**src/hdl/rrjq_pkg.sv**
```systemverilog
// Types, constants and helpers shared by the round-robin job queue.
package rrjq_pkg;

  localparam int QUEUE_DEPTH  = 64;
  localparam int LIFE_BITS    = 10;

  localparam int PTR_W        = $clog2(QUEUE_DEPTH);
  localparam int CNT_W        = $clog2(QUEUE_DEPTH + 1);
  localparam int ID_W         = 16;
  localparam int SEQ_W        = ID_W + 1;
  localparam int FLD_LIFE_W   = 10;
  localparam int LIMIT_W      = 7;
  localparam int LIM_CMP_W    = (CNT_W > LIMIT_W) ? CNT_W : LIMIT_W;
  localparam int LIFE_EXT_W   = (LIFE_BITS > FLD_LIFE_W) ? LIFE_BITS : FLD_LIFE_W;
  localparam int CFG_ADDR_W   = 2;
  localparam int CFG_DATA_W   = 16;

  // Configuration register indexes
  localparam logic [CFG_ADDR_W-1:0] CFG_TOTAL_JOBS  = 2'd0;
  localparam logic [CFG_ADDR_W-1:0] CFG_QUEUE_LIMIT = 2'd1;
  localparam logic [CFG_ADDR_W-1:0] CFG_POLICY      = 2'd2;
  localparam logic [CFG_ADDR_W-1:0] CFG_QUANTUM     = 2'd3;

  // Request and policy codes
  localparam logic REQ_PRODUCE = 1'b0;
  localparam logic REQ_SERVE   = 1'b1;
  localparam logic POL_FCFS    = 1'b0;
  localparam logic POL_RR      = 1'b1;

  typedef enum logic [2:0] {
    STAT_PRODUCED  = 3'd0,
    STAT_COMPLETED = 3'd1,
    STAT_REQUEUED  = 3'd2,
    STAT_FULL      = 3'd3,
    STAT_EMPTY     = 3'd4,
    STAT_TOTAL     = 3'd5
  } status_t;

  typedef enum logic {
    ST_IDLE,
    ST_EXEC
  } state_t;

  typedef struct packed {
    logic                  req_type;
    logic [FLD_LIFE_W-1:0] job_life;
  } in_item_t;

  typedef struct packed {
    status_t               status;
    logic [ID_W-1:0]       job_id;
    logic [FLD_LIFE_W-1:0] work_done;
    logic [FLD_LIFE_W-1:0] life_left;
  } out_item_t;

  typedef struct packed {
    logic [ID_W-1:0]      id;
    logic [LIFE_BITS-1:0] life;
  } job_t;

  function automatic logic [LIFE_EXT_W-1:0] life_ext(input logic [LIFE_BITS-1:0] v);
    return LIFE_EXT_W'(v);
  endfunction

  function automatic logic [LIFE_EXT_W-1:0] fld_ext(input logic [FLD_LIFE_W-1:0] v);
    return LIFE_EXT_W'(v);
  endfunction

  function automatic logic [PTR_W-1:0] ptr_inc(input logic [PTR_W-1:0] p);
    logic [PTR_W:0] s;
    s = {1'b0, p} + 1'b1;
    return (s >= (PTR_W+1)'(QUEUE_DEPTH)) ? '0 : s[PTR_W-1:0];
  endfunction

endpackage

```
**src/hdl/round_robin_job_queue_top.sv**
```systemverilog
// Round-robin job queue: job memory, queue pointers, request sequencer and result register.
//
// The head entry is read from the job store on the request transfer, and the result register
// loads in the execute step after it. The sequencer takes requests only in its idle step, so
// it cannot take a new request before the last one has left the execute step.
// A stalled result register holds the sequencer in its execute step until the result is taken.
// Reset (rst_n, synchronous, active low) clears pointers, counters, config and handshake state;
// the job store is not cleared and takes no clearing pass, only queued entries are ever used.
module round_robin_job_queue_top
  import rrjq_pkg::*;
(
  input  logic                  clk,
  input  logic                  rst_n,
  // request channel
  input  logic                  in_valid,
  output logic                  in_ready,
  input  in_item_t              in_data,
  // result channel
  output logic                  out_valid,
  input  logic                  out_ready,
  output out_item_t             out_data,
  // configuration write port
  input  logic                  cfg_we,
  input  logic [CFG_ADDR_W-1:0] cfg_addr,
  input  logic [CFG_DATA_W-1:0] cfg_wdata
);

  // ---------------------------------------------------------------------------
  // Configuration registers
  // ---------------------------------------------------------------------------
  logic [ID_W-1:0]       total_jobs_r;
  logic [LIMIT_W-1:0]    queue_limit_r;
  logic                  policy_r;
  logic [FLD_LIFE_W-1:0] quantum_r;

  always_ff @(posedge clk) begin
    if (!rst_n) begin
      total_jobs_r  <= '0;
      queue_limit_r <= '0;
      policy_r      <= POL_FCFS;
      quantum_r     <= '0;
    end else if (cfg_we) begin
      case (cfg_addr)
        CFG_TOTAL_JOBS:  total_jobs_r  <= cfg_wdata[ID_W-1:0];
        CFG_QUEUE_LIMIT: queue_limit_r <= cfg_wdata[LIMIT_W-1:0];
        CFG_POLICY:      policy_r      <= cfg_wdata[0];
        CFG_QUANTUM:     quantum_r     <= cfg_wdata[FLD_LIFE_W-1:0];
        default: ;
      endcase
    end
  end

  // ---------------------------------------------------------------------------
  // Queue state
  // ---------------------------------------------------------------------------
  state_t                state_r, state_nxt;
  logic [PTR_W-1:0]      head_ptr_r, head_ptr_nxt;
  logic [PTR_W-1:0]      tail_ptr_r, tail_ptr_nxt;
  logic [CNT_W-1:0]      wait_cnt_r, wait_cnt_nxt;
  logic [SEQ_W-1:0]      next_id_r, next_id_nxt;
  logic [SEQ_W-1:0]      done_cnt_r, done_cnt_nxt;
  in_item_t              req_r;
  job_t                  rd_data_r;
  logic                  out_valid_r, out_valid_nxt;
  out_item_t             out_data_r, result;

  logic                  in_xfer;
  logic                  exec_go;

  // store write port, driven in the execute step
  logic                  wr_en;
  logic [PTR_W-1:0]      wr_addr;
  job_t                  wr_data;

  assign in_xfer = in_valid && in_ready;

  // ---------------------------------------------------------------------------
  // Job store: one write port, one registered read port.
  // The head entry is read on the request transfer; writes land only in the
  // execute step, when no transfer can happen, so read and write never collide.
  // ---------------------------------------------------------------------------
  job_t job_store [QUEUE_DEPTH];

  always_ff @(posedge clk) begin
    if (wr_en) begin
      job_store[wr_addr] <= wr_data;
    end
    if (in_xfer) begin
      rd_data_r <= job_store[head_ptr_r];
    end
  end

  // ---------------------------------------------------------------------------
  // Sequencer: next state
  // ---------------------------------------------------------------------------
  always_comb begin
    state_nxt = state_r;
    case (state_r)
      ST_IDLE: if (in_xfer) state_nxt = ST_EXEC;
      ST_EXEC: if (exec_go) state_nxt = ST_IDLE;
      default: state_nxt = ST_IDLE;
    endcase
  end

  // Sequencer: outputs
  always_comb begin
    in_ready = 1'b0;
    exec_go  = 1'b0;
    case (state_r)
      ST_IDLE: in_ready = 1'b1;
      // the result register must be free (or emptying) to take the new result
      ST_EXEC: exec_go  = !out_valid_r || out_ready;
      default: ;
    endcase
  end

  // ---------------------------------------------------------------------------
  // Execute step: decide the request against the current queue state
  // ---------------------------------------------------------------------------
  logic [LIM_CMP_W-1:0]  eff_limit;
  logic [LIM_CMP_W-1:0]  cnt_ext;
  logic [LIFE_EXT_W-1:0] life_e, quantum_e, left_e;

  always_comb begin
    // limit of 0 or beyond the memory means the whole memory
    if (queue_limit_r == '0 ||
        LIM_CMP_W'(queue_limit_r) > LIM_CMP_W'(QUEUE_DEPTH)) begin
      eff_limit = LIM_CMP_W'(QUEUE_DEPTH);
    end else begin
      eff_limit = LIM_CMP_W'(queue_limit_r);
    end
    cnt_ext   = LIM_CMP_W'(wait_cnt_r);
    life_e    = life_ext(rd_data_r.life);
    quantum_e = fld_ext(quantum_r);
    left_e    = life_e - quantum_e;

    head_ptr_nxt = head_ptr_r;
    tail_ptr_nxt = tail_ptr_r;
    wait_cnt_nxt = wait_cnt_r;
    next_id_nxt  = next_id_r;
    done_cnt_nxt = done_cnt_r;
    wr_en        = 1'b0;
    wr_addr      = tail_ptr_r;
    wr_data      = rd_data_r;

    result.status    = STAT_TOTAL;
    result.job_id    = '0;
    result.work_done = '0;
    result.life_left = '0;

    if (req_r.req_type == REQ_PRODUCE) begin
      if (next_id_r > SEQ_W'(total_jobs_r)) begin
        result.status = STAT_TOTAL;
      end else if (cnt_ext >= eff_limit) begin
        result.status = STAT_FULL;
      end else begin
        result.status = STAT_PRODUCED;
        result.job_id = next_id_r[ID_W-1:0];
        wr_en         = exec_go;
        wr_data.id    = next_id_r[ID_W-1:0];
        wr_data.life  = LIFE_BITS'(fld_ext(req_r.job_life));
        tail_ptr_nxt  = ptr_inc(tail_ptr_r);
        next_id_nxt   = next_id_r + 1'b1;
        wait_cnt_nxt  = wait_cnt_r + 1'b1;
      end
    end else begin
      if (done_cnt_r >= SEQ_W'(total_jobs_r)) begin
        result.status = STAT_TOTAL;
      end else if (wait_cnt_r == '0) begin
        result.status = STAT_EMPTY;
      end else begin
        result.job_id = rd_data_r.id;
        head_ptr_nxt  = ptr_inc(head_ptr_r);
        if (policy_r == POL_RR && life_e >= quantum_e) begin
          // cut by the quantum and move to the tail; occupancy is unchanged
          result.status    = STAT_REQUEUED;
          result.work_done = quantum_r;
          result.life_left = left_e[FLD_LIFE_W-1:0];
          wr_en            = exec_go;
          wr_data.id       = rd_data_r.id;
          wr_data.life     = left_e[LIFE_BITS-1:0];
          tail_ptr_nxt     = ptr_inc(tail_ptr_r);
        end else begin
          result.status    = STAT_COMPLETED;
          result.work_done = life_e[FLD_LIFE_W-1:0];
          wait_cnt_nxt     = wait_cnt_r - 1'b1;
          done_cnt_nxt     = done_cnt_r + 1'b1;
        end
      end
    end
  end

  // result register: loads on the execute step, drains on a result transfer
  always_comb begin
    out_valid_nxt = out_valid_r;
    if (exec_go) begin
      out_valid_nxt = 1'b1;
    end else if (out_ready) begin
      out_valid_nxt = 1'b0;
    end
  end

  // ---------------------------------------------------------------------------
  // Control and payload registers
  // ---------------------------------------------------------------------------
  always_ff @(posedge clk) begin
    if (!rst_n) begin
      state_r     <= ST_IDLE;
      head_ptr_r  <= '0;
      tail_ptr_r  <= '0;
      wait_cnt_r  <= '0;
      next_id_r   <= SEQ_W'(1);
      done_cnt_r  <= '0;
      out_valid_r <= 1'b0;
    end else begin
      state_r     <= state_nxt;
      out_valid_r <= out_valid_nxt;
      if (exec_go) begin
        head_ptr_r <= head_ptr_nxt;
        tail_ptr_r <= tail_ptr_nxt;
        wait_cnt_r <= wait_cnt_nxt;
        next_id_r  <= next_id_nxt;
        done_cnt_r <= done_cnt_nxt;
      end
    end
  end

  always_ff @(posedge clk) begin
    if (in_xfer) begin
      req_r <= in_data;
    end
    if (exec_go) begin
      out_data_r <= result;
    end
  end

  assign out_valid = out_valid_r;
  assign out_data  = out_data_r;

  // ---------------------------------------------------------------------------
  // Assertions
  // ---------------------------------------------------------------------------
  logic [CNT_W:0] ptr_sum;
  logic [CNT_W:0] ptr_wrap;

  assign ptr_sum  = (CNT_W+1)'(head_ptr_r) + (CNT_W+1)'(wait_cnt_r);
  assign ptr_wrap = (ptr_sum >= (CNT_W+1)'(QUEUE_DEPTH)) ?
                    ptr_sum - (CNT_W+1)'(QUEUE_DEPTH) : ptr_sum;

  // occupancy never exceeds the memory
  a_cnt_bound: assert property (@(posedge clk) disable iff (!rst_n)
    wait_cnt_r <= CNT_W'(QUEUE_DEPTH))
    else $error("waiting count beyond queue depth");

  // tail sits exactly occupancy entries past head
  a_ptr_track: assert property (@(posedge clk) disable iff (!rst_n)
    ptr_wrap[PTR_W-1:0] == tail_ptr_r)
    else $error("head, tail and waiting count disagree");

  // a produced job raises occupancy by one
  a_produce_cnt: assert property (@(posedge clk) disable iff (!rst_n)
    exec_go && result.status == STAT_PRODUCED |=> wait_cnt_r == $past(wait_cnt_r) + 1'b1)
    else $error("produce did not grow the queue");

  // a request transfer only happens while no request is in flight
  a_one_in_flight: assert property (@(posedge clk) disable iff (!rst_n)
    in_xfer |=> state_r == ST_EXEC && !in_ready)
    else $error("second request taken while one is in flight");

endmodule

```
**config.mk**
```make
export PLATFORM = sky130hd
export DESIGN_NAME = round_robin_job_queue_top
export DESIGN_NICKNAME = d
export VERILOG_FILES = /design/src/hdl/rrjq_pkg.sv /design/src/hdl/round_robin_job_queue_top.sv
export SDC_FILE = /design/constraint.sdc
export NUM_CORES = 2
export LEC_CHECK = 0
export BUFFER_PORTS_ARGS = -buffer_cell sky130_fd_sc_hd__buf_2
export CORE_MARGIN = 2
export CORE_UTILIZATION = 55
export CTS_BUF_LIST = sky130_fd_sc_hd__clkbuf_8
export DETAILED_ROUTE_END_ITERATION = 8
export PLACE_DENSITY = 0.83
export SLEW_MARGIN = 20
export SYNTH_ARGS = -nofsm -noshare
export SYNTH_HDL_FRONTEND = slang
export SYNTH_SLANG_ARGS = --single-unit
```
**constraint.sdc**
```tcl
create_clock -name clk -period 6.1 [get_ports clk]
set_input_delay 0.305 -clock clk [delete_from_list [all_inputs] [get_ports clk]]
set_output_delay 0.305 -clock clk [all_outputs]
set_load 0.01 [all_outputs]
```
==> qor_table.md <==
| Parameter | This run |
|:---|:---|
| Number of buffers created by CTS | 293 |
| Global-route usage over all layers | 27.6% |
| Hold path startpoint | in_data[1] |
| Kind of end point of the critical path | register |
| Most instantiated cells after synthesis | 1,740 x edfxtp_1, 546 x mux4_2, 125 x nor2_1 |
| Vias per inst | 6.58 |
| Proportion of synthesized chip area in sequential cells | 75.1% |
| Largest delay contributor family on the critical path | compound AO/OA/AOI/OAI gates |
| Most common cell in the synthesized netlist | edfxtp_1 |
| Cell types occupying the most area after synthesis | edfxtp_1 73%, mux4_2 17%, dfxtp_1 2.5% |
| Net Switching | 0.00634 W |
| Synth Instances | 3,313 |
| Internal power component | 0.0200 W |
| Flop-to-flop setup slack | 1260 ps |
| Rel. slew slack | 24.4% |
| Synthesis-to-layout area growth | 12.4% |
| Run status | complete, no violations |
| Antenna-violating nets left | 0 |
| Worst hold-check path type | input pin to register |
| Crit start category | register |
| Leakage Power | 25.0 nW |
| Maximum root-to-sink buffer count | 4 |
| WP data arrival | 5540 ps |
| TritonCTS clock tree | done |
| Comb pwr share | 8.2% |
| Critical path class | register to register |
| Vias in the first global route | 37,400 |
| Power density of the placed cells | 325 nW/um2 |
| Width of the die | 366 um |
| Post-CTS Setup Inserts | 0 |
| Number of buffer and inverter stages on the critical path | 3 |
| Portion of synthesized cell area occupied by the leading cell type | 72.6% |
| Part of the power in registers | 55.5% |
| Biggest area consumer among synthesized cells | edfxtp_1 |
| Final critical path time including I/O delays and setup | 4840 ps |
| Total global routing overflow | 0 |
| Slew of the pin with the lowest slew margin | 1130 ps |
| Most numerous cell on the critical path | buf_4 |
| Initial Util | 55.5% |
| Count of final hold-check violations | 0 |
| Worst R2R End | job_store[34][2] |
| Total of max-cap violations | 0 |
| Final period util | 79.4% |
| Remaining DRCs | 0 |
| Final Slew Violations | 0 |
| Total negative slack for setup checks | 0 ps |
| Highest clock rate | 206 MHz |
| Per-cell routed wire length | 32.5 um |
| Number of enable flip-flop cells after synthesis | 1,740 |
| Slowest stage cell on the critical path | o22ai_4 |
| H-tree levels | 5 |
| Top-level port count | 75 |
| Post-layout util | 62.4% |
| Layout cell share with drive strength beyond 1 | 30.4% |
| Crit path required time | 6800 ps |
| Register clock-pin slew on the reported worst setup and hold paths | 60 ps |
| Proportion of synthesized flip-flops having asynchronous set or reset | 0% |
| Estimated wirelength of the detail-placed design | 103 mm |
| Share of total power in the clock network | 36.3% |
| Unrepaired setup endpoints after global routing | no |
| Cell depth of the worst min-delay path | 2 |
| Critical path, cell by cell | inv_1 > ha_1 > fa_1 > nand2b_1 > a21oi_1 > o21ai_0 > a21oi_2 > buf_4 > nand2_1 > o22ai_4 > buf_4 |
| Number of endpoints failing setup at the final stage | 0 |
| Worst reg2reg path depth | 11 |
| GPL Wtd Cong | 0.908 |
| Core area | 130,000 um2 |
| Largest fanout on the critical path | 33 |
| Warning count from the yosys run | 0 |
| 1st-iter DRT viols | 6,206 |
| Number of iterations in the first detailed-routing pass | 6 |
| Total number of nets in the final design | 3,749 |
| Max stage delay on crit path | 1020 ps |
| Antenna violations before repair | 13 |
| Clock Skews | 82.1 ps |
| Mapped cell area | 71,900 um2 |
| Die area | 134,000 um2 |
| WHS Endpoint | req_r[1] |
| Worst voltage drop across the vdd grid | 0.181 mV |
| Row cnt | 132 |
| Ys flop type | edfxtp_1 |
| First-pass GRT wire length | 261 mm |
| Sw Ratio | 24.1% |
| Clk sink count | 1,829 |
| Largest net degree at the start of global routing | 124 |
| Overall routed net length | 182 mm |
| Number of vias after detailed routing | 36,800 |
| Synthesized area divided by synthesized cell count | 21.7 um2 |
| Die Y | 366 um |
| Clock tree root driver cell | clkbuf_8 |
| Design Area, Final | 80,900 um2 |
| Post-placement cell area | 75,000 um2 |
| Count of distinct cell types in the synthesized netlist | 68 |
| Reg2Reg Launch Point | life_e[0] |
| Count of input and output buffers | 74 |
| Synthesized net count | 3,407 |
| Clock network latency to the later pin of the worst-skew pair | 1000 ps |
| Number of flip-flops and latches in the synthesized netlist | 1,829 |
-- cells by family after synthesis --
| family | count (synthesis) | share of synthesized area (%) |
|---|---|---|
| AO/OA/AOI/OAI | 169 | 1.65 |
| buffers and inverters | 216 | 1.35 |
| AND/OR/NAND/NOR | 417 | 2.71 |
| multiplexers | 595 | 17.8 |
| XOR/XNOR | 27 | 0.329 |
| flip-flops | 1829 | 75.1 |
| adder cells (fa/ha/maj) | 60 | 1.06 |
-- area by class of cell --
| cell class | instances | area (um2) |
|---|---|---|
| timing repair buffer | 217 | 1790 |
| antenna | 6 | 15.0 |
| clock buffer | 306 | 4210 |
| sequential | 1829 | 54000 |
| multi-input combinational | 1268 | 17500 |
| fill | 7973 | 48800 |
| inverter | 46 | 173 |
| clock inverter | 186 | 925 |
| tap | 1742 | 2180 |
-- sequential cells by signal, summed over array words and instances (netlist names) --
name,flops
head_ptr_r,6
rd_data_r,16
policy_r,1
out_valid,1
out_data,39
life_e,10
job_store,1664
total_jobs_r,16
state_r,1
tail_ptr_r,6
quantum_e,10
cnt_ext,7
req_r,11
done_cnt_r,17
queue_limit_r,7
next_id_r,17
-- worst reg2reg max path: cells and delay by family (launching register included) --
family          cells  cell delay [ps]
buf+inv             3             1000
compound gates      4             1680
flops               1              370
fa+ha+maj           2              630
simple gates        2              810
-- metal layers --
| metal | vias up | track usage (%) | part of all wire, % |
|---|---|---|---|
| met3 | 463 | 7.26 | 13 |
| met4 | 12 | 14.3 | 5.4 |
| met2 | 2853 | 42.7 | 48 |
| met1 | 18900 | 36.5 | 34 |
| li1 | 14600 | - | - |
| met5 | - | 0 | 0.047 |
-- power by group through the flow --
stage                     combinational, W  sequential, W  clock (W)
after floorplan                    0.00112         0.0149          0
after global placement             0.00193         0.0149          0
after detailed placement           0.00204         0.0149          0
after CTS                          0.00207         0.0146    0.00963
after global routing               0.00224         0.0146     0.0101
final                              0.00215         0.0146    0.00955
-- placed cells by master, fill, tap and decap left out, types with 12 or more instances in the layout --
master and instances:
edfxtp_1 1740, mux4_2 546, clkbuf_8 306, inv_1 126
nand2_1 121, nor2_1 93, dfxtp_1 84, buf_4 76
buf_2 74, clkinv_1 66, a21oi_1 60, ha_1 58
dlygate4sd3_1 52, mux2i_1 35, nor2_4 32, nor3_2 32
nand3_1 31, nand2b_1 26, o21ai_0 22, xnor2_1 22
clkinv_2 22, a22o_1 14, nand4_1 13, nor4_1 12
-- metrics by stage --
stage / power [W] / cells / worst slack, ps / hold slack (ps)
2_1_floorplan: 0.0160 / 3313 / 917 / 404
3_3_place_gp: 0.0168 / 5046 / 1770 / 446
3_5_place_dp: 0.0169 / 5046 / 1470 / 451
4_1_cts: 0.0263 / 5590 / 1390 / 1.31
5_1_grt: 0.0270 / 5595 / 1100 / 58.0
6_report: 0.0263 / 5600 / 1260 / 81.5
-- how the worst max path moves through the flow --
stage | startpoint | cells past startpoint | slack, ps | end
final | life_e[0] | 11 | 1260 | job_store[34][2]
after global routing | life_e[0] | 11 | 1100 | job_store[36][2]
after CTS | life_e[0] | 11 | 1390 | job_store[36][2]
after detailed placement | life_e[0] | 11 | 1470 | job_store[36][2]
after global placement | life_e[0] | 11 | 1770 | job_store[35][2]
after floorplan | total_jobs_r[15] | 9 | 920 | job_store[0][10]
-- what timing repair did --
item	4_1_cts	5_1_grt
resized for setup	0	0
hold buffers	52	0
endpoints found under the hold margin	73	0
Power figures use the tool's default switching activity.
